===== config.mk =====
export PLATFORM = sky130hd
export DESIGN_NAME = sorted_insert_priority_queue
export DESIGN_NICKNAME = d
export VERILOG_FILES = /design/src/rtl/core/sipq_pkg.sv /design/src/rtl/core/sipq_cell.sv /design/src/rtl/core/sipq_out_buf.sv /design/src/rtl/core/sorted_insert_priority_queue.sv
export SDC_FILE = /design/constraint.sdc
export NUM_CORES = 2
export LEC_CHECK = 0
export ABC_AREA = 0
export BUFFER_PORTS_ARGS = -buffer_cell sky130_fd_sc_hd__buf_2
export CORE_UTILIZATION = 69
export CTS_BUF_LIST = sky130_fd_sc_hd__clkbuf_16
export DETAILED_ROUTE_END_ITERATION = 12
export PLACE_DENSITY = 0.95
export REMOVE_ABC_BUFFERS = 1
export SETUP_SLACK_MARGIN = 0.15
export SKIP_CTS_REPAIR_TIMING = 1
export SLEW_MARGIN = 20
export SYNTH_ARGS = -nofsm -noshare
export SYNTH_HDL_FRONTEND = slang
export SYNTH_SLANG_ARGS = --single-unit

===== constraint.sdc =====
create_clock -name clk -period 9.8 [get_ports clk]
set_input_delay 0.98 -clock clk [delete_from_list [all_inputs] [get_ports clk]]
set_output_delay 0.98 -clock clk [all_outputs]
set_load 0.005 [all_outputs]

===== src/rtl/core/sipq_pkg.sv =====
// Shared types and constants for the sorted-insert priority queue.
// No dependencies; used by every module of the block.
package sipq_pkg;

    localparam int VALUE_W = 32;
    localparam int OCC_W   = 5;

    // operation codes carried in the request word
    localparam logic KIND_INSERT = 1'b0;
    localparam logic KIND_REMOVE = 1'b1;

    typedef enum logic [1:0] {
        STATUS_OK    = 2'd0,
        STATUS_EMPTY = 2'd1,
        STATUS_FULL  = 2'd2
    } status_t;

    typedef struct packed {
        logic                      kind;
        logic signed [VALUE_W-1:0] value;
    } req_word_t;

    typedef struct packed {
        logic signed [VALUE_W-1:0] removed_value;
        logic [1:0]                status;
        logic [OCC_W-1:0]          occupancy;
    } rsp_word_t;

    // command broadcast to every cell of the chain
    typedef struct packed {
        logic                      ins;
        logic                      rem;
        logic signed [VALUE_W-1:0] val;
    } cell_cmd_t;

endpackage


===== src/rtl/core/sipq_cell.sv =====
// One storage cell of the sorted chain: holds a value, compares it with
// the broadcast insert value and shifts toward either neighbor. Uses sipq_pkg.
module sipq_cell
(
    input  logic                               clk,
    input  logic                               occupied,
    input  sipq_pkg::cell_cmd_t                cmd,
    input  logic signed [sipq_pkg::VALUE_W-1:0] left_value,
    input  logic                               left_less,
    input  logic signed [sipq_pkg::VALUE_W-1:0] right_value,
    output logic signed [sipq_pkg::VALUE_W-1:0] value,
    output logic                               less
);

    logic signed [sipq_pkg::VALUE_W-1:0] value_reg;
    logic signed [sipq_pkg::VALUE_W-1:0] value_next;

    // stored value sits strictly below the new one, so it stays in front
    assign less  = occupied && (value_reg < cmd.val);
    assign value = value_reg;

    // keep, take the new value, or shift in from a neighbor
    always_comb
    begin
        value_next = value_reg;
        if (cmd.ins)
        begin
            if (less)
                value_next = value_reg;
            else if (left_less)
                value_next = cmd.val;
            else
                value_next = left_value;
        end
        else if (cmd.rem)
        begin
            value_next = right_value;
        end
    end

    always_ff @(posedge clk)
    begin
        value_reg <= value_next;
    end

endmodule


===== src/rtl/core/sipq_out_buf.sv =====
// Output register with a skid stage for the response word.
// Uses sipq_pkg for the response word type.
module sipq_out_buf
(
    input  logic                clk,
    input  logic                rst_n,
    input  logic                push,
    input  sipq_pkg::rsp_word_t push_word,
    output logic                full,
    output logic                rsp_valid,
    input  logic                rsp_stall,
    output sipq_pkg::rsp_word_t rsp
);

    logic                out_valid_reg;
    logic                out_valid_next;
    sipq_pkg::rsp_word_t out_word_reg;
    sipq_pkg::rsp_word_t out_word_next;
    logic                skid_valid_reg;
    logic                skid_valid_next;
    sipq_pkg::rsp_word_t skid_word_reg;
    sipq_pkg::rsp_word_t skid_word_next;

    assign full      = skid_valid_reg;
    assign rsp_valid = out_valid_reg;
    assign rsp       = out_word_reg;

    // refill the output register from the skid stage first, else from a new word
    always_comb
    begin
        out_valid_next  = out_valid_reg;
        out_word_next   = out_word_reg;
        skid_valid_next = skid_valid_reg;
        skid_word_next  = skid_word_reg;
        if (!out_valid_reg || !rsp_stall)
        begin
            if (skid_valid_reg)
            begin
                out_valid_next  = 1'b1;
                out_word_next   = skid_word_reg;
                skid_valid_next = 1'b0;
            end
            else
            begin
                out_valid_next = push;
                out_word_next  = push_word;
            end
        end
        else if (push)
        begin
            skid_valid_next = 1'b1;
            skid_word_next  = push_word;
        end
    end

    always_ff @(posedge clk or negedge rst_n)
    begin
        if (!rst_n)
        begin
            out_valid_reg  <= 1'b0;
            skid_valid_reg <= 1'b0;
        end
        else
        begin
            out_valid_reg  <= out_valid_next;
            skid_valid_reg <= skid_valid_next;
        end
    end

    always_ff @(posedge clk)
    begin
        out_word_reg  <= out_word_next;
        skid_word_reg <= skid_word_next;
    end

endmodule


===== src/rtl/core/sorted_insert_priority_queue.sv =====
// Top level of the sorted-insert priority queue: a chain of compare-and-shift
// cells plus a response buffer. Uses sipq_pkg, sipq_cell and sipq_out_buf.
//
// Keeps up to CAPACITY signed 32-bit values in ascending order. Each request
// word is an insert or a remove of the smallest value and gives exactly one
// response word, registered in the response buffer. A word is accepted in
// every cycle while the response buffer has room: every cell compares its
// value with the new one at the same time and shifts by at most one place,
// so an insert or a remove updates the whole store at once, and the two-deep
// response buffer (output register plus skid stage) sets the only stall. An
// insert goes in front of equal values; a remove on an empty store answers
// with the empty status and an insert into a full store with the full
// status, and neither changes the store. Occupancy shows the count modulo 32.
module sorted_insert_priority_queue
#(
    parameter int CAPACITY = 16
)
(
    input  logic                clk,
    input  logic                rst_n,
    input  logic                req_valid,
    output logic                req_stall,
    input  sipq_pkg::req_word_t req,
    output logic                rsp_valid,
    input  logic                rsp_stall,
    output sipq_pkg::rsp_word_t rsp
);

    localparam int CNT_W = $clog2(CAPACITY + 1);

    logic [CNT_W-1:0]    count_reg;
    logic [CNT_W-1:0]    count_next;
    logic                accept;
    logic                is_empty;
    logic                is_full;
    logic                buf_full;
    sipq_pkg::cell_cmd_t cmd;
    sipq_pkg::rsp_word_t result;

    logic signed [sipq_pkg::VALUE_W-1:0] value_w [CAPACITY];
    logic                                less_w  [CAPACITY];

    assign req_stall = buf_full;
    assign accept    = req_valid && !buf_full;
    assign is_empty  = (count_reg == '0);
    assign is_full   = (count_reg == CNT_W'(CAPACITY));

    // command to the chain, only for operations that change the store
    always_comb
    begin
        cmd.val = req.value;
        cmd.ins = accept && (req.kind == sipq_pkg::KIND_INSERT) && !is_full;
        cmd.rem = accept && (req.kind == sipq_pkg::KIND_REMOVE) && !is_empty;
    end

    // chain of cells, front of the queue at cell 0
    for (genvar i = 0; i < CAPACITY; i++)
    begin : g_cell
        logic signed [sipq_pkg::VALUE_W-1:0] left_value;
        logic                                left_less;
        logic signed [sipq_pkg::VALUE_W-1:0] right_value;

        if (i == 0)
        begin : g_first
            assign left_value = req.value;
            assign left_less  = 1'b0;
        end
        else
        begin : g_inner
            assign left_value = value_w[i-1];
            assign left_less  = less_w[i-1];
        end

        if (i == CAPACITY - 1)
        begin : g_last
            assign right_value = value_w[i];
        end
        else
        begin : g_mid
            assign right_value = value_w[i+1];
        end

        sipq_cell u_cell
        (
            .clk         (clk),
            .occupied    (CNT_W'(i) < count_reg),
            .cmd         (cmd),
            .left_value  (left_value),
            .left_less   (left_less),
            .right_value (right_value),
            .value       (value_w[i]),
            .less        (less_w[i])
        );
    end

    // occupancy count
    always_comb
    begin
        count_next = count_reg;
        if (cmd.ins)
            count_next = count_reg + CNT_W'(1);
        else if (cmd.rem)
            count_next = count_reg - CNT_W'(1);
    end

    always_ff @(posedge clk or negedge rst_n)
    begin
        if (!rst_n)
            count_reg <= '0;
        else
            count_reg <= count_next;
    end

    // response word for the accepted request
    always_comb
    begin
        result.removed_value = '0;
        result.status        = sipq_pkg::STATUS_OK;
        result.occupancy     = sipq_pkg::OCC_W'(count_next);
        if (req.kind == sipq_pkg::KIND_REMOVE)
        begin
            if (is_empty)
                result.status = sipq_pkg::STATUS_EMPTY;
            else
                result.removed_value = value_w[0];
        end
        else if (is_full)
        begin
            result.status = sipq_pkg::STATUS_FULL;
        end
    end

    sipq_out_buf u_out_buf
    (
        .clk       (clk),
        .rst_n     (rst_n),
        .push      (accept),
        .push_word (result),
        .full      (buf_full),
        .rsp_valid (rsp_valid),
        .rsp_stall (rsp_stall),
        .rsp       (rsp)
    );

`ifndef SYNTHESIS
    a_count_bound: assert property (@(posedge clk) disable iff (!rst_n)
        count_reg <= CNT_W'(CAPACITY))
        else $error("count exceeds capacity");

    a_insert_grows: assert property (@(posedge clk) disable iff (!rst_n)
        (accept && req.kind == sipq_pkg::KIND_INSERT && !is_full)
        |=> count_reg == $past(count_reg) + CNT_W'(1))
        else $error("insert did not grow the count");

    a_empty_remove_holds: assert property (@(posedge clk) disable iff (!rst_n)
        (accept && req.kind == sipq_pkg::KIND_REMOVE && is_empty)
        |=> count_reg == '0)
        else $error("remove on empty store changed the count");

    a_front_ordered: assert property (@(posedge clk) disable iff (!rst_n)
        (count_reg >= CNT_W'(2)) |-> (value_w[0] <= value_w[1]))
        else $error("front of the queue out of order");
`endif

endmodule


Yosys cells after proc, flatten, opt, wreduce, memory -nomap -nowiden
Index checks and enable logic that the tools add are counted.

storage, ports and cells
  register bits = 597
  latch bits = 0
  memory bits (writable) = 0
  bits in read-only memories = 0
  input bits = 37
  output and inout bits = 41
  logic and storage cells = 196
  memories kept = 0

operators by class
  add/sub/neg operators = 2
  multiply operators = 0
  div/mod/pow operators = 0
  $lt $le $gt $ge = 32
  equal/unequal tests = 16
  shift operators = 0
  muxes and demuxes = 71
  bitwise operators = 3
  reduce and logical (&&, ||, !) cells = 47

operators by type and width
  cell                   count
  $mux W32               62
  $lt A32 B32 Y1         16
  $lt A4 B5 Y1 const A   8
  $mux W39               1
  $reduce_and A2 Y1      17
  $ne A2 B2 Y1 const B   15
  $logic_and A1 B1 Y1    21
  $lt A3 B5 Y1 const A   4
  $lt A1 B5 Y1 const A   2
  $lt A2 B5 Y1 const A   2
  $mux W5                2
  $add A5 B1 Y5 const B  1
  $eq A5 B5 Y1 const B   1
  $logic_not A1 Y1       5
  $logic_not A5 Y1       1
  $sub A5 B1 Y5 const B  1
  $mux W1                4
  $mux W2                2
  $reduce_bool A2 Y1     2
  $not A1 Y1             3
  $logic_or A1 B1 Y1     1

Longest topological paths before layout
  depth after elaboration = 7
  depth in mapped cells = 12

Cells and area by module
From an unflattened synthesis, not the netlist that was laid out.

unflattened totals
  cells, all modules = 4352
  area, all modules = 42824.8 um^2

by module, submodules not included
  module                        instances  cells each  area each (um^2)  sequential area each (um^2)
  sipq_cell                     16         257         2429.8            960.9
  sipq_out_buf                  1          128         3094.2            2392.3
  sorted_insert_priority_queue  1          112         853.3             125.1

Worst setup path before layout
No wires, ideal clock.

  path kind = in2reg
  from = input req[31] in the netlist's numbering
  to = register g_cell[11].u_cell.value_reg (netlist bit g_cell[11].u_cell.value[0]), enable pin
  data arrival time = 5.078 ns
  required time = 9.334 ns
  setup slack = 4.257 ns
  cell stages on the path = 10
  path buffers = 1
  cells stage by stage = inv_1 -> ha_1 -> nand4_1 -> nor4_1 -> o21ai_0 -> a211oi_1 -> or4b_1 -> nand2_2 -> buf_4 -> o21ai_0

between the ends
  longest elaborated chain between the ends = 4

RTL lines
  what                         RTL line                            source
  start: declaration           sorted_insert_priority_queue.sv:23  input sipq_pkg::req_word_t req,
  $lt A32 B32 Y1               sipq_cell.sv:19                     assign less = occupied && (value_reg < cmd.val);
  $logic_and A1 B1 Y1          sipq_cell.sv:19
  $ne A2 B2 Y1 (no line)       -
  $reduce_and A2 Y1 (no line)  -
  end signal: assignment       sipq_cell.sv:43                     value_reg <= value_next;
  end: declaration             sipq_cell.sv:15                     logic signed [sipq_pkg::VALUE_W-1:0] value_reg;

Every way passes these cells.
A chain may end at the register's enable or synchronous reset.

Final worst setup path
  from = input req[31] in the netlist's numbering
  to = register g_cell[2].u_cell.value_reg (netlist bit g_cell[2].u_cell.value[20]), enable pin

between the ends
  longest elaborated chain between the ends = 4

RTL lines
  what                         RTL line
  $lt A32 B32 Y1               sipq_cell.sv:19
  $logic_and A1 B1 Y1          sipq_cell.sv:19
  $ne A2 B2 Y1 (no line)       -
  $reduce_and A2 Y1 (no line)  -
  end signal: assignment       sipq_cell.sv:43
  end: declaration             sipq_cell.sv:15

Every way passes these cells.

==> flow_summary.ini <==
[placed_design]
placed_area_sq_um = 40100
routabilityCongestion = 1.10
hpwl_mm = 93.2
port_buffers = 77

[route]
antenna_left = 0
drt-wirelength-per-cell_microns = 31.0
drcViolationCount = 0
wl_mm = 141
vias = 35100
firstDrtPassIters = 12
viasPerCell = 7.73
drt_iter0_drc = 6888

[yosys]
synth.most_common_cell = nand2_1
netlist_instances = 3782
synthTopCellsByCount = 674 x nand2_1, 590 x edfxtp_1, 499 x ha_1, 360 x nand3_1, 349 x o211ai_1
yosysTopAreaCell = edfxtp_1
synth.area.top_cells = edfxtp_1 45%, ha_1 16%, o211ai_1 6.7%, nand2_1 6.5%, nand3_1 4.6%
synth_warnings = 0
synth-async-reset-ratio_pct = 1.17
synth-seq-cells = 597
synth_seq_area_share_pct = 45.6
syn_avg_cell_area_sq_um = 10.4
synth_ff_type = edfxtp_1
yosys.area.top_type_share_pct = 45.2
synth_cell_types = 67
syn_area_sq_um = 39200
synth_edf_count = 590

[sta]
final.setup.tns_ns = 0
final_max_slew_viol_count = 0
finalHoldViolCount = 0
relSlewSlack_pct = 18.0
period_needed_ns = 5.69
worst_pin_slew_ns = 1.23
rsz0062_at_grt = no
period_share_pct = 58.1
fmax_ghz = 0.176
skew_ns = 0.0419
setup_viol = 0

[floorplanning]
die_area_sq_um = 57800
rows = 87
ioPinCount = 78
die_w_microns = 240
core_sq_um = 56300
start_util_pct = 69.7
die_h_microns = 240

[critical_path]
cpMostUsedCell = buf_4
cpMaxStageDelayCell = nor4_1
crit_buf_inv = 4
r2r_slack_ns = 4.49
crit_end = g_cell[2].u_cell.value[20]
path_max_fanout = 19
rr_worst_depth = 10
worstSetupPathType = input port to flip-flop
crit_family = compound AO/OA/AOI/OAI gates
cp-startpoint = req[31]
cp-start-kind = input port
crit_required_ns = 10.16
r2r-start = g_cell[2].u_cell.value[31]
arrival_ns = 6.05
crit_path_end_kind = flip-flop
r2r_end = g_cell[2].u_cell.value[20]
crit_chain = buf_2, inv_1, ha_1, nand4_1, nor4_1, o211ai_1, a31oi_1, nor3_1, a211oi_4, buf_4, o21ai_4, buf_4
crit_cells = 12
slowest_delay_ns = 0.95

[power]
p_sw_w = 0.00424
p_leak_nw = 16.7
p_sw_share_pct = 41.1
internal_power_w = 0.00607
seqPwrFrac_pct = 40.1
ir_drop_uv = 255
p_per_area_nw_per_um2 = 244
clockPowerShare_pct = 23.7
power_frac_comb_pct = 36.2

[final_layout]
design_area_sq_um = 42200
layout-drive-gt1-share_pct = 8.00
regArea_sq_um = 17900
nFillCells = 3448
nets = 4261
multiInputGateArea_sq_um = 20300
largest_reg_flops = 512
synthToLayoutAreaGrowth_pct = 7.61

[cts]
numCtsBuffers = 60
clock_latency_ns = 0.67
cts_root_buffer = clkbuf_16
cts_max_path_buffers = 3
cts_sinks = 597
cts.htree.levels = 2
cts_tree = yes
clk_pin_slew_ns = 0.07

[grt]
antenna_found_initial = 18
globalRouteOverflowTotal = 0
grt_max_degree = 198
grt_pass1_wl_mm = 206
grt_usage_pct = 48.3
grt_pass1_vias = 33000

[hold_path]
min_path_type = input port to asynchronous set/reset pin

[run_status]
outcome = finished clean

[job]
drv_cap = 0
-- routing by layer --
| metal | vias to the layer above | share of wire (%) | track usage (%) |
|---|---|---|---|
| li1 | 14400 | - | - |
| met1 | 16100 | 34 | 61.8 |
| met2 | 3732 | 41 | 68.9 |
| met3 | 891 | 18 | 19.6 |
| met4 | 6 | 7.5 | 27.5 |
| met5 | - | 0.026 | 0.606 |
-- placed cells by master, fill, tap and decap left out, types with 14 or more instances in the layout --
| cell | netlist | final |
|---|---|---|
| a2111oi_0 | 15 | 14 |
| a21o_1 | 46 | 45 |
| inv_1 | 55 | 62 |
| clkbuf_16 | 0 | 60 |
| o21ai_1 | 135 | 132 |
| and2_1 | 33 | 32 |
| o211ai_1 | 349 | 349 |
| clkinv_2 | 0 | 14 |
| mux2_1 | 32 | 32 |
| nand4_1 | 60 | 60 |
| buf_2 | 41 | 77 |
| nor2_1 | 59 | 58 |
| a21oi_1 | 180 | 179 |
| nor3_1 | 16 | 16 |
| nand2_1 | 674 | 662 |
| ha_1 | 499 | 499 |
| buf_4 | 6 | 43 |
| o21ai_0 | 83 | 82 |
| nand2b_1 | 22 | 22 |
| nand3_1 | 360 | 357 |
| o21a_1 | 16 | 16 |
| edfxtp_1 | 590 | 590 |
| mux2_2 | 40 | 40 |
| a221oi_1 | 15 | 15 |
| mux2i_1 | 136 | 130 |
-- stage by stage --
step           hold slack (ns)  utilization (%)  total power (W)  setup slack [ns]  std cells
2_1_floorplan            0.498                -          0.00616             -8.01       3538
3_3_place_gp             0.511             71.2          0.00738              3.72       4417
3_5_place_dp             0.536             71.3          0.00755              3.74       4418
4_1_cts                  0.149             74.8          0.00997              4.35       4531
5_1_grt                  0.158             74.9           0.0105              4.14       4536
6_report                 0.147             75.0           0.0103              4.11       4543
-- worst min-delay path by stage --
stage | start | end | slack [ns] | cells past startpoint
floorplan | u_out_buf.skid_word_reg[6] | u_out_buf.rsp[6] | 0.50 | 2
global placement | u_out_buf.skid_word_reg[6] | u_out_buf.rsp[6] | 0.51 | 2
detailed placement | u_out_buf.skid_word_reg[30] | u_out_buf.rsp[30] | 0.54 | 1
CTS | rst_n | u_out_buf.full | 0.15 | 1
global route | rst_n | u_out_buf.full | 0.16 | 1
finish | rst_n | u_out_buf.full | 0.15 | 1
-- logic make-up after synthesis --
family                     count (synthesis)  share of synthesized area, %
muxes                                    208                          5.54
xor gates and xnor gates                   3                        0.0670
and+or+nand+nor                         1274                          14.6
DFF                                      597                          45.6
buffers and inverters                    299                          3.18
adders and majority gates                499                          15.9
AOI/OAI and AO/OA                        902                          15.1
-- area by class of cell --
type	count	area share [%]
antenna	11	0.0652
inverter	55	0.489
clock buffer	60	3.56
clock inverter	53	1.22
timing repair buffer	125	1.91
multi-input combinational	2886	48.1
tap	756	2.24
sequential	597	42.4
-- power groups by stage --
stage                     clock, W  combinational (W)  sequential [W]
after floorplan                  0            0.00229         0.00387
after global placement           0            0.00329         0.00409
after detailed placement         0            0.00344         0.00411
after CTS                  0.00240            0.00350         0.00407
after global routing       0.00250            0.00388         0.00413
final                      0.00244            0.00373         0.00413
(Power assumes the default switching activity.)
